File: src/wavh_pkg.sv
// ---------------------------------------------------------------------------
// wavh_pkg
// Shared types, status codes and constants of the WAV header checker.
// ---------------------------------------------------------------------------
`default_nettype none

package wavh_pkg;

    localparam int LENGTH_WIDTH_DEF = 32;

    // register indexes of the configuration port
    localparam logic [2:0] CFG_CHANNELS    = 3'd0;
    localparam logic [2:0] CFG_SAMPLE_RATE = 3'd1;
    localparam logic [2:0] CFG_BYTE_RATE   = 3'd2;
    localparam logic [2:0] CFG_FRAME_BYTES = 3'd3;
    localparam logic [2:0] CFG_SAMPLE_BITS = 3'd4;

    // result status codes
    localparam logic [2:0] ST_OK          = 3'd0;
    localparam logic [2:0] ST_NOT_WAVE    = 3'd1;
    localparam logic [2:0] ST_SECOND_FMT  = 3'd2;
    localparam logic [2:0] ST_BAD_FMT_LEN = 3'd3;
    localparam logic [2:0] ST_FMT_DIFFER  = 3'd4;
    localparam logic [2:0] ST_SECOND_DATA = 3'd5;
    localparam logic [2:0] ST_MISSING     = 3'd6;
    localparam logic [2:0] ST_TOO_LONG    = 3'd7;

    localparam logic [31:0] TAG_RIFF = 32'h5249_4646;
    localparam logic [31:0] TAG_WAVE = 32'h5741_5645;
    localparam logic [31:0] TAG_FMT  = 32'h666D_7420;
    localparam logic [31:0] TAG_DATA = 32'h6461_7461;

    localparam logic [4:0]  FMT_BODY_BYTES = 5'd16;
    localparam logic [15:0] PCM_FORMAT_TAG = 16'd1;
    localparam logic [32:0] FIRST_CHUNK    = 33'd12;
    localparam logic [32:0] START_SAT      = 33'h1_FFFF_FFFF;

    localparam logic [15:0] RST_CHANNELS    = 16'd1;
    localparam logic [31:0] RST_SAMPLE_RATE = 32'd44100;
    localparam logic [31:0] RST_BYTE_RATE   = 32'd88200;
    localparam logic [15:0] RST_FRAME_BYTES = 16'd2;
    localparam logic [15:0] RST_SAMPLE_BITS = 16'd16;

    typedef struct packed {
        logic [15:0] channels;
        logic [31:0] sample_rate;
        logic [31:0] byte_rate;
        logic [15:0] frame_bytes;
        logic [15:0] sample_bits;
    } t_cfg;

    // one classified byte as it travels from the front to the back
    typedef struct packed {
        logic [7:0] in_byte;
        logic       end_of_file;
        logic       saturated;   // count already at its limit
        logic       short_file;  // fewer than 12 bytes counted after this one
        logic       at_riff;     // last byte of the RIFF tag
        logic       at_wave;     // last byte of the WAVE tag
    } t_item;

endpackage

`default_nettype wire

File: src/wavh_out_if.sv
// ---------------------------------------------------------------------------
// wavh_out_if
// Result channel of the WAV header checker.
// ---------------------------------------------------------------------------
`default_nettype none

interface wavh_out_if;
    logic        valid;
    logic        ready;
    logic [2:0]  status;
    logic [31:0] audio_start;
    logic [31:0] audio_len;

    modport source (output valid, output status, output audio_start, output audio_len,
                    input ready);
    modport sink   (input valid, input status, input audio_start, input audio_len,
                    output ready);
endinterface

`default_nettype wire

File: src/wavh_back.sv
// ---------------------------------------------------------------------------
// wavh_back
// Walks the chunk structure one queued byte per cycle unless o_out holds off
// its result, checks the tags and the fmt body, latches the first error and
// registers the result.
`default_nettype none

module wavh_back
    import wavh_pkg::*;
#(
    parameter int LENGTH_WIDTH = LENGTH_WIDTH_DEF
) (
    input  wire                     i_clk,
    input  wire                     i_rst_n,
    input  t_cfg                    i_cfg,
    input  wire                     i_q_valid,
    input  t_item                   i_item,
    input  wire [LENGTH_WIDTH-1:0]  i_pos,
    output logic                    o_pop,
    wavh_out_if.source              o_out
);

    localparam int CMP_W = 34;

    logic [63:0]  r_tag,   n_tag;
    logic [127:0] r_fmt,   n_fmt;
    logic [4:0]   r_left,  n_left;
    logic         r_seen_fmt, n_seen_fmt;
    logic         r_seen_data, n_seen_data;
    logic [2:0]   r_err,   n_err;
    logic [32:0]  r_next,  n_next;
    logic [31:0]  r_start, n_start;
    logic [31:0]  r_len,   n_len;

    logic         r_out_valid;
    logic [2:0]   r_out_status;
    logic [31:0]  r_out_offset;
    logic [31:0]  r_out_size;

    logic [31:0]      w_size;
    logic [CMP_W-1:0] w_sum;
    logic             w_hdr;
    logic             w_fmt_bad;
    logic [2:0]       w_status;

    assign o_pop = i_q_valid && (!r_out_valid || o_out.ready);

    assign o_out.valid       = r_out_valid;
    assign o_out.status      = r_out_status;
    assign o_out.audio_start = r_out_offset;
    assign o_out.audio_len   = r_out_size;

    always_comb begin
        n_tag       = r_tag;
        n_fmt       = r_fmt;
        n_left      = r_left;
        n_seen_fmt  = r_seen_fmt;
        n_seen_data = r_seen_data;
        n_err       = r_err;
        n_next      = r_next;
        n_start     = r_start;
        n_len       = r_len;
        w_fmt_bad   = 1'b0;

        n_tag  = {r_tag[55:0], i_item.in_byte};
        w_size = {n_tag[7:0], n_tag[15:8], n_tag[23:16], n_tag[31:24]};
        w_sum  = {1'b0, r_next} + CMP_W'(8) + CMP_W'(w_size);
        w_hdr  = (({1'b0, r_next} + CMP_W'(7)) == CMP_W'(i_pos));

        if (i_item.saturated) begin
            n_tag = r_tag;
            if (n_err == ST_OK) begin
                n_err = ST_TOO_LONG;
            end
        end else begin
            // fmt body: shift bytes in, check the fields on the last one
            if (r_left != 5'd0) begin
                n_fmt  = {i_item.in_byte, r_fmt[127:8]};
                n_left = r_left - 5'd1;
                if (n_left == 5'd0) begin
                    w_fmt_bad = (n_fmt[15:0]    != PCM_FORMAT_TAG)     ||
                                (n_fmt[31:16]   != i_cfg.channels)     ||
                                (n_fmt[63:32]   != i_cfg.sample_rate)  ||
                                (n_fmt[95:64]   != i_cfg.byte_rate)    ||
                                (n_fmt[111:96]  != i_cfg.frame_bytes)  ||
                                (n_fmt[127:112] != i_cfg.sample_bits);
                    if (w_fmt_bad && n_err == ST_OK) begin
                        n_err = ST_FMT_DIFFER;
                    end
                end
            end
            if (i_item.at_riff && n_tag[31:0] != TAG_RIFF && n_err == ST_OK) begin
                n_err = ST_NOT_WAVE;
            end
            if (i_item.at_wave && n_tag[31:0] != TAG_WAVE && n_err == ST_OK) begin
                n_err = ST_NOT_WAVE;
            end
            if (w_hdr) begin
                if (n_tag[63:32] == TAG_FMT) begin
                    if (r_seen_fmt && n_err == ST_OK) begin
                        n_err = ST_SECOND_FMT;
                    end
                    n_seen_fmt = 1'b1;
                    if (w_size != 32'(FMT_BODY_BYTES)) begin
                        if (n_err == ST_OK) begin
                            n_err = ST_BAD_FMT_LEN;
                        end
                    end else begin
                        n_left = FMT_BODY_BYTES;
                    end
                end else if (n_tag[63:32] == TAG_DATA) begin
                    if (r_seen_data && n_err == ST_OK) begin
                        n_err = ST_SECOND_DATA;
                    end
                    n_seen_data = 1'b1;
                    n_start     = r_next[31:0] + 32'd8;
                    n_len       = w_size;
                end
                // saturate so that no later header can match
                if (w_sum > CMP_W'(START_SAT)) begin
                    n_next = START_SAT;
                end else begin
                    n_next = w_sum[32:0];
                end
            end
        end

        w_status = n_err;
        if (w_status == ST_OK) begin
            if (i_item.short_file) begin
                w_status = ST_NOT_WAVE;
            end else if (n_left != 5'd0) begin
                w_status = ST_FMT_DIFFER;
            end else if (!n_seen_fmt || !n_seen_data) begin
                w_status = ST_MISSING;
            end
        end
    end

    always_ff @(posedge i_clk) begin
        if (!i_rst_n) begin
            r_tag       <= '0;
            r_fmt       <= '0;
            r_left      <= 5'd0;
            r_seen_fmt  <= 1'b0;
            r_seen_data <= 1'b0;
            r_err       <= ST_OK;
            r_next      <= FIRST_CHUNK;
            r_start     <= '0;
            r_len       <= '0;
        end else if (o_pop) begin
            if (i_item.end_of_file) begin
                // end of file: start over for the next one
                r_tag       <= '0;
                r_fmt       <= '0;
                r_left      <= 5'd0;
                r_seen_fmt  <= 1'b0;
                r_seen_data <= 1'b0;
                r_err       <= ST_OK;
                r_next      <= FIRST_CHUNK;
                r_start     <= '0;
                r_len       <= '0;
            end else begin
                r_tag       <= n_tag;
                r_fmt       <= n_fmt;
                r_left      <= n_left;
                r_seen_fmt  <= n_seen_fmt;
                r_seen_data <= n_seen_data;
                r_err       <= n_err;
                r_next      <= n_next;
                r_start     <= n_start;
                r_len       <= n_len;
            end
        end
    end

    always_ff @(posedge i_clk) begin
        if (!i_rst_n) begin
            r_out_valid <= 1'b0;
        end else if (o_pop && i_item.end_of_file) begin
            r_out_valid <= 1'b1;
        end else if (o_out.ready) begin
            r_out_valid <= 1'b0;
        end
    end

    always_ff @(posedge i_clk) begin
        if (o_pop && i_item.end_of_file) begin
            r_out_status <= w_status;
            r_out_offset <= (w_status == ST_OK) ? n_start : 32'd0;
            r_out_size   <= (w_status == ST_OK) ? n_len : 32'd0;
        end
    end

    a_left_range: assert property (@(posedge i_clk) disable iff (!i_rst_n)
        r_left <= FMT_BODY_BYTES)
        else $error("fmt byte count out of range");

    a_clear_at_eof: assert property (@(posedge i_clk) disable iff (!i_rst_n)
        o_pop && i_item.end_of_file |=>
            r_left == 5'd0 && !r_seen_fmt && !r_seen_data && r_err == ST_OK
            && r_next == FIRST_CHUNK)
        else $error("walk state not cleared after last byte");

    a_err_fields_zero: assert property (@(posedge i_clk) disable iff (!i_rst_n)
        r_out_valid && r_out_status != ST_OK |->
            r_out_offset == 32'd0 && r_out_size == 32'd0)
        else $error("error result carries data fields");

    a_sticky_err: assert property (@(posedge i_clk) disable iff (!i_rst_n)
        r_err != ST_OK && !(o_pop && i_item.end_of_file) |=> $stable(r_err))
        else $error("first error overwritten");

endmodule

`default_nettype wire

File: src/flat_wrapper.sv
// flat-port wrapper written by rule: the top's interface ports become plain ports
module wavh_back_flat import wavh_pkg::*;
#(
    parameter int LENGTH_WIDTH = LENGTH_WIDTH_DEF
)
  (i_clk, i_rst_n, i_cfg, i_q_valid, i_item, i_pos, o_pop, o_out_valid, o_out_status, o_out_audio_start, o_out_audio_len, o_out_ready);
  wavh_out_if o_out_i ();
  input  wire i_clk;
  input  wire i_rst_n;
  input  t_cfg i_cfg;
  input  wire i_q_valid;
  input  t_item i_item;
  input  wire [LENGTH_WIDTH-1:0] i_pos;
  output logic o_pop;
  output wire logic [$bits(o_out_i.valid)-1:0] o_out_valid;
  output wire logic [$bits(o_out_i.status)-1:0] o_out_status;
  output wire logic [$bits(o_out_i.audio_start)-1:0] o_out_audio_start;
  output wire logic [$bits(o_out_i.audio_len)-1:0] o_out_audio_len;
  input wire logic [$bits(o_out_i.ready)-1:0] o_out_ready;
  assign o_out_valid = o_out_i.valid;
  assign o_out_status = o_out_i.status;
  assign o_out_audio_start = o_out_i.audio_start;
  assign o_out_audio_len = o_out_i.audio_len;
  assign o_out_i.ready = o_out_ready;
  wavh_back #(.LENGTH_WIDTH(LENGTH_WIDTH)) u_core (.i_clk(i_clk), .i_rst_n(i_rst_n), .i_cfg(i_cfg), .i_q_valid(i_q_valid), .i_item(i_item), .i_pos(i_pos), .o_pop(o_pop), .o_out(o_out_i));
endmodule
File: config.mk
export PLATFORM = sky130hd
export DESIGN_NAME = wavh_back_flat
export DESIGN_NICKNAME = d
export VERILOG_FILES = /design/src/wavh_pkg.sv /design/src/wavh_out_if.sv /design/src/wavh_back.sv /design/src/flat_wrapper.sv
export SDC_FILE = /design/constraint.sdc
export NUM_CORES = 1
export LEC_CHECK = 0
export ABC_AREA = 1
export BUFFER_PORTS_ARGS = -buffer_cell sky130_fd_sc_hd__buf_2
export CAP_MARGIN = 25
export CORE_AREA = 2 2 230 232
export CTS_CLUSTER_SIZE = 25
export DETAILED_ROUTE_END_ITERATION = 16
export DIE_AREA = 0 0 232 234
export PLACE_DENSITY = 0.63
export SLEW_MARGIN = 20
export SYNTH_ARGS = -nofsm -noshare
export SYNTH_HDL_FRONTEND = slang
export SYNTH_SLANG_ARGS = --single-unit
File: constraint.sdc
create_clock -name i_clk -period 6 [get_ports i_clk]
set_clock_uncertainty 0.15 [all_clocks]
set_input_delay 1.2 -clock i_clk [delete_from_list [all_inputs] [get_ports i_clk]]
set_output_delay 1.2 -clock i_clk [all_outputs]
set_load 0.01 [all_outputs]
**After elaboration in Yosys (flattened, before gate mapping)**

Cells that the tools add are included.

- Register bits: 359
- Input port bits: 161
- Output and inout bits: 69
- Word-level logic and storage cells: 128

- Add/subtract/negate cells: 5
- Magnitude comparators: 1
- Eq/ne operators: 13
- Muxes and demuxes: 61
- Reduce and logical (&&, ||, !) cells: 35

Operator list:

| operator | number |
|---|---|
| 128-bit two-way mux | 3 |
| 32-bit two-way mux | 10 |
| 33-bit two-way mux | 4 |
| 56-bit two-way mux | 2 |
| 3-bit two-way mux | 25 |
| 32-bit by 31-bit equality test with 1-bit output, second input constant | 2 |
| 32-bit by 31-bit != test with 1-bit output, second input constant | 2 |
| 32-bit != test | 2 |
| 16-bit != test | 3 |
| 33-bit by 3-bit adder with 34-bit output, second input constant | 1 |
| 33-bit by 4-bit adder with 34-bit output, second input constant | 1 |
| 34-bit by 32-bit adder with 34-bit output | 1 |
| 34-bit by 32-bit equality test with 1-bit output | 1 |
| 34-bit by 33-bit greater-than comparator with 1-bit output, second input constant | 1 |
| 32-bit by 4-bit adder with 32-bit output, second input constant | 1 |
| 32-bit by 5-bit != test with 1-bit output, second input constant | 1 |
| 5-bit two-way mux | 6 |
| 3-bit zero test | 7 |
| 16-bit by 1-bit != test with 1-bit output, second input constant | 1 |
| 1-bit two-way mux | 11 |
| 5-bit nonzero test | 2 |
| 1-bit logical AND | 9 |
| 1-bit logical OR | 7 |
| 3-bit AND reduction | 2 |
| other kinds (6) | 10 |

**Logic depth before layout (Yosys ltp)**

- Depth after elaboration: 36
- Gate-level depth with buffers: 26
- Depth with buffers taken out: 25

**Least setup slack after synthesis**

Ideal clock, no wire load.

- Kind: input -> register
- Start point: in o_out_ready
- End point: reg u_core.r_next[19]
- Library setup time: 0.070 ns
- Arrival time: 5.473 ns
- Data required time: 5.780 ns
- Slack: 0.306 ns
- Stages on the path: 9
- Buffers on the path: 1
- Cell sequence: inv_1 nand2_1 nand2_1 nor2_1 inv_1 nand2_1 clkbuf_1 o211ai_1 a21oi_1

- Word-level cells in the longest chain between the ends: 3

RTL lines:

| what | RTL line | source |
|---|---|---|
| start: declaration | flat_wrapper.sv:19 | `input wire logic [$bits(o_out_i.ready)-1:0] o_out_ready;` |
| 1-bit logical OR | wavh_back.sv:46 | `assign o_pop = i_q_valid && (!r_out_valid \|\| o_out.ready);` |
| 1-bit logical AND | wavh_back.sv:46 |  |
| 3-bit AND reduction (no line) | -- |  |
| end signal: assignment | wavh_back.sv:170 | `r_next <= n_next;` |
| end: declaration | wavh_back.sv:31 | `logic [32:0] r_next, n_next;` |

Every way passes these cells.
A chain may end at the register's enable or synchronous reset.

**Final worst setup path**

- Start point: reg u_core.r_next[0]
- End point: reg u_core.r_out_size[31] (netlist: u_core.o_out.audio_len[31]) (data pin)

- Word-level cells in the longest chain between the ends: 11
- Elaborated cells on any way between the ends: 22
- Those cells by class: add/sub: 1; eq/ne: 1; mux: 14; reduce/logical: 6

RTL lines:

| what | RTL line | source |
|---|---|---|
| 33-bit by 3-bit adder with 34-bit output (*) | wavh_back.sv:68 | `w_hdr = (({1'b0, r_next} + CMP_W'(7)) == CMP_W'(i_pos));` |
| 34-bit by 32-bit equality test with 1-bit output (*) | wavh_back.sv:68 |  |
| 1-bit two-way mux | wavh_back.sv:98 | `if (w_hdr) begin` |
| 1-bit two-way mux | wavh_back.sv:70 | `if (i_item.saturated) begin` |
| 1-bit zero test | wavh_back.sv:134 | `end else if (!n_seen_fmt \|\| !n_seen_data) begin` |
| 1-bit logical OR | wavh_back.sv:134 |  |
| 3-bit two-way mux | wavh_back.sv:134 |  |
| 3-bit two-way mux | wavh_back.sv:132 | `end else if (n_left != 5'd0) begin` |
| 3-bit two-way mux | wavh_back.sv:130 | `if (i_item.short_file) begin` |
| 3-bit two-way mux | wavh_back.sv:129 | `if (w_status == ST_OK) begin` |
| 3-bit zero test | wavh_back.sv:191 | `r_out_size <= (w_status == ST_OK) ? n_len : 32'd0;` |
| end signal: assignment | wavh_back.sv:191 |  |
| end: declaration | wavh_back.sv:38 | `logic [31:0] r_out_size;` |

Every way passes the cells marked *; elsewhere a longest branch is shown, timed or not.

==> results by group <==
Drt
  – ANT nets after route: 0
  – First-iteration detailed-routing DRC count: 1,688
  – Pre-Repair DR Iteration Count: 5
  – Vias per cell: 5.16
  – Number of remaining DRC errors: 0
  – Drt total wl: 64,800 um
  – DR vias: 19.9k
  – Average wire length per cell after detail routing: 16.8 um

Critical path
  – Critical Path RT: 6.26 ns
  – Worst setup path start: u_core.r_next[0]$_SDFFE_PN0P_
  – Depth of the worst register-to-register path: 24
  – Worst reg2reg path startpoint: u_core.r_next[0]$_SDFFE_PN0P_
  – Crit path top cell by count: sky130_fd_sc_hd__nand2_1
  – R2R Setup Slk: 1.33 ns
  – Delay-heaviest family, CP: simple AND/OR/NAND/NOR gates
  – Biggest cell delay along the critical path: 0.48 ns
  – WP data arrival: 4.93 ns
  – Maximum fanout encountered on the critical timing path: 29
  – Standard cell with the maximum stage delay on the critical path: sky130_fd_sc_hd__nand2_1
  – Kind of start point of the critical path: flop
  – R2R Path End: u_core.o_out.audio_len[31]$_SDFFCE_PP0P_
  – Combined buffer and inverter count along the critical path: 4
  – Cell breakdown of the critical path: inv_1 -> ha_1 -> nand2_1 -> nand2_1 -> nor2_2 -> nand2_1 -> clkinv_1 -> nand2_1 -> nand2_1 -> nand3_1 -> nor2_1 -> nand3_1 -> nor2_4 -> nand3_4 -> nand2_1 -> nand2_1 -> nor2_1 -> nand3_1 -> nand2_1 -> inv_1 -> nand2_2 -> nand3_4 -> buf_12 -> nor3_1
  – Worst setup path endpoint: u_core.o_out.audio_len[31]$_SDFFCE_PP0P_
  – Class of the most critical setup path: flop to flop
  – Crit. path cell count: 24
  – Critical path capture point type: flop

Clock network
  – Clock Sink Count: 351
  – H-tree depth reported by CTS: 2
  – Clock Tree Root: sky130_fd_sc_hd__clkbuf_16
  – Number of buffers created by CTS: 41
  – Post-cts sizing count: 0
  – Post-CTS clock slew at the launch and capture registers of the worst setup and hold paths: 0.06 ns
  – Post-CTS Repair Setup Buffers: 0
  – Hold bufs inserted after CTS: 0
  – Worst-Skew Late Latency: 0.57 ns
  – Number of buffers on the longest clock path: 3
  – TritonCTS clock tree: done

STA
  – Slew Limit Headroom: 0.346
  – Worst-Margin Slew: 0.981 ns
  – Post-route minimum period: 4.67 ns
  – Slew Limit Fails: 0
  – Fin crit share: 0.779
  – Final total negative setup slack: 0 ns
  – Achievable frequency: 214 MHz
  – RSZ-0062 raised after global routing: false
  – Final Hold Viols: 0
  – Total of endpoints with negative setup slack in the final report: 0

Power and ir drop
  – Logic gate share of total power: 0.096
  – Maximum resistive drop on vdd: 0.171 mV
  – NetSw: 1.42 mW
  – Net Sw Frac: 0.260
  – Ratio of total power to cell area: 227 nW/um2
  – Int Power: 4.03 mW
  – Sequential cell fraction of total power: 0.449
  – Clock group share of total power: 0.455
  – Final total power: 5.46 mW
  – LEAKAGE: 9.60 nW

Cells and area
  – Share of final-layout standard cells stronger than drive strength 1: 0.146
  – Multi-input logic area: 11,500 um2
  – Net count reported at finish: 3,369
  – Count of fill cells added during filler insertion: 5,402
  – Area taken by flip-flops and latches: 7700 um2
  – Number of antenna cells inserted: 0
  – Synthesis-to-layout area growth: 14.2%

Yosys
  – Cell area after synthesis: 21,000 um2
  – Number of enable-type register cells in the synthesized netlist: 67
  – Sequential-to-total area share from yosys stat: 0.366
  – Syn avg cell area: 7.01 um2
  – #FFs+latches synth: 351
  – Area share of and/or/nand/nor cells after synthesis: 0.320
  – Post-Synth XOR/XNOR Area: 0.0637
  – Number of instances in the synthesized netlist: 2,999
  – Synthesized-area fraction occupied by ao, oa, aoi and oai cells: 0.121
  – Multiplexer area fraction after synthesis: 0
  – Combinational family with the most area after synthesis: simple AND/OR/NAND/NOR gates
  – Number of different library cells in the post-synthesis netlist: 48
  – Count of warnings emitted by yosys: 0
  – Synth Flop Type: sky130_fd_sc_hd__dfxtp_1
  – Arithmetic-cell share of the synthesized area counting full adders, half adders and majority gates: 0.0414
  – Share of synthesized flip-flops with an asynchronous set or reset: 0
  – Net Count, Synth: 3,229

GRT
  – Number of global-route vias before repair: 18.1k
  – Largest net degree at the start of global routing: 157
  – Global-route wire length before repair: 101,000 um
  – Combined global-route utilization of all metal layers: 0.233
  – Overall overflow remaining after global route: 0
  – Antenna violations before repair: 5

Flow run
  – Number of max-capacitance violations reported: 0

Hold path
  – Hold WC Path Type: flop to flop
  – Hold_sp: u_core.r_len[10]$_SDFFE_PN0P_

Run status
  – Result of the run: finished clean

Floorplanning
  – Die footprint: 54,300 um2
  – Placeable core region: 52,000 um2
  – Boundary Pins: 230
  – Std cell rows: 84
  – Effective utilization at floorplan: 0.404
  – Floorplan die height: 234 um
  – Horizontal die dimension: 232 um

Placed design
  – Estimated wirelength of the detail-placed design: 46,400 um
  – Placer congestion estimate: 0.963
  – Number of port buffers: 229
-- power by group through the flow --
stage | logic (mW) | registers (mW) | clock network [mW]
final | 0.523 | 2.45 | 2.48
after CTS | 0.523 | 2.45 | 2.52
after detailed placement | 0.521 | 2.50 | 0
after global placement | 0.516 | 2.50 | 0
after floorplan | 0.325 | 2.50 | 0
after global routing | 0.576 | 2.45 | 2.61
-- worst min-delay path, delay by kind of cell, from the launching register on --
kind | cells | cell delay [ns]
flip-flops | 1 | 0.30
AND/OR/NAND/NOR | 1 | 0.06
AO/OA/AOI/OAI | 1 | 0.05
-- worst min-delay path by stage --
stage | end | slack [ns] | cells after the start
final | u_core.r_len[10]$_SDFFE_PN0P_ | 0.31 | 2
after global routing | u_core.r_len[23]$_SDFFE_PN0P_ | 0.32 | 2
after detailed placement | u_core.r_len[4]$_SDFFE_PN0P_ | 0.30 | 2
after floorplan | u_core.r_len[0]$_SDFFE_PN0P_ | 0.29 | 2
after CTS | u_core.r_len[4]$_SDFFE_PN0P_ | 0.31 | 2
after global placement | u_core.r_len[12]$_SDFFE_PN0P_ | 0.30 | 2
-- sequential cells by signal, summed over array words and instances (netlist names), 3 cells and up --
name,flops
u_core.r_err,3
u_core.o_out.status,3
u_core.o_out.audio_len,32
u_core.r_tag,56
u_core.r_len,32
u_core.r_start,32
u_core.o_out.audio_start,32
u_core.r_fmt,120
u_core.r_left,5
u_core.r_next,33
-- synthesized netlist by cell type (2+ instances only) --
cell / count / share of area
sky130_fd_sc_hd__a21boi_0: 8 / 0.0029
sky130_fd_sc_hd__a21o_1: 3 / 0.0011
sky130_fd_sc_hd__a21oi_1: 326 / 0.078
sky130_fd_sc_hd__a221oi_1: 2 / 0.00083
sky130_fd_sc_hd__a31o_2: 2 / 0.00083
sky130_fd_sc_hd__buf_1: 7 / 0.0013
sky130_fd_sc_hd__buf_2: 14 / 0.0033
sky130_fd_sc_hd__buf_4: 8 / 0.0029
sky130_fd_sc_hd__buf_6: 6 / 0.0032
sky130_fd_sc_hd__clkbuf_1: 119 / 0.021
sky130_fd_sc_hd__clkbuf_2: 4 / 0.00095
sky130_fd_sc_hd__dfxtp_1: 284 / 0.27
sky130_fd_sc_hd__edfxtp_1: 67 / 0.096
sky130_fd_sc_hd__ha_1: 68 / 0.040
sky130_fd_sc_hd__inv_1: 302 / 0.054
sky130_fd_sc_hd__inv_2: 6 / 0.0011
sky130_fd_sc_hd__nand2_1: 792 / 0.14
sky130_fd_sc_hd__nand2_2: 6 / 0.0018
sky130_fd_sc_hd__nand3_1: 275 / 0.065
sky130_fd_sc_hd__nand3_2: 2 / 0.00095
sky130_fd_sc_hd__nand3_4: 2 / 0.0017
sky130_fd_sc_hd__nand3b_1: 11 / 0.0039
sky130_fd_sc_hd__nand4_1: 38 / 0.011
sky130_fd_sc_hd__nor2_1: 195 / 0.035
sky130_fd_sc_hd__nor2_2: 6 / 0.0018
sky130_fd_sc_hd__nor2_4: 5 / 0.0027
sky130_fd_sc_hd__nor3_1: 28 / 0.0067
sky130_fd_sc_hd__nor3_2: 60 / 0.029
sky130_fd_sc_hd__nor3b_1: 2 / 0.00071
sky130_fd_sc_hd__nor4_1: 8 / 0.0024
sky130_fd_sc_hd__o211ai_1: 22 / 0.0079
sky130_fd_sc_hd__o21a_1: 2 / 0.00071
sky130_fd_sc_hd__o21ai_0: 89 / 0.021
sky130_fd_sc_hd__o21bai_1: 8 / 0.0029
sky130_fd_sc_hd__o22ai_1: 10 / 0.0030
sky130_fd_sc_hd__or2_2: 49 / 0.015
sky130_fd_sc_hd__xnor2_1: 93 / 0.039
sky130_fd_sc_hd__xor2_1: 60 / 0.025
-- per-stage QoR --
step | worst slack, ns | cells | cell area [um2] | utilization | hold WS, ns
floorplan | 0.306 | 2999 | 21000 | - | 0.291
global placement | 1.22 | 3782 | 22600 | 0.435 | 0.299
detailed placement | 1.25 | 3784 | 22700 | 0.436 | 0.302
CTS | 1.40 | 3858 | 24000 | 0.461 | 0.311
global route | 0.885 | 3858 | 24000 | 0.461 | 0.325
finish | 1.33 | 3858 | 24000 | 0.461 | 0.311
-- kinds of logic (layout without fill, tap and decap cells) --
family                     after synthesis  after routing
buffers and inverters                  467            638
adders and majority gates               69             69
xor gates and xnor gates               153            153
and+or+nand+nor                       1482           1482
AOI/OAI and AO/OA                      477            477
DFF                                    351            351
-- per-layer routing --
layer	up-vias	GRT usage	share of wire
li1	10100	-	-
met1	9181	0.332	0.47
met2	555	0.358	0.44
met3	106	0.0384	0.068
met4	6	0.0737	0.027
met5	-	0	0.00071
-- cell type report --
type                            instances  share of cell area
Clock inverter                         15             0.00532
Sequential cell                       351               0.321
Multi-Input combinational cell       2181               0.480
Tap cell                              688              0.0359
Inverter                              309              0.0487
Timing Repair Buffer                  255              0.0596
Clock buffer                           59              0.0502
-- cell usage in the layout, fill, tap and decap left out, types with 28 or more instances in the layout --
cell type	synthesis	layout
sky130_fd_sc_hd__xor2_1	60	60
sky130_fd_sc_hd__edfxtp_1	67	67
sky130_fd_sc_hd__or2_2	49	49
sky130_fd_sc_hd__nand3_1	275	275
sky130_fd_sc_hd__nor3_2	60	60
sky130_fd_sc_hd__nand2_1	792	790
sky130_fd_sc_hd__a21oi_1	326	326
sky130_fd_sc_hd__nor3_1	28	28
sky130_fd_sc_hd__xnor2_1	93	93
sky130_fd_sc_hd__clkbuf_16	0	42
sky130_fd_sc_hd__ha_1	68	68
sky130_fd_sc_hd__dfxtp_1	284	284
sky130_fd_sc_hd__buf_2	14	229
sky130_fd_sc_hd__nor2_1	195	192
sky130_fd_sc_hd__inv_1	302	301
sky130_fd_sc_hd__o21ai_0	89	88
sky130_fd_sc_hd__nand4_1	38	38
No activity file was read; power rests on OpenSTA's default activity.
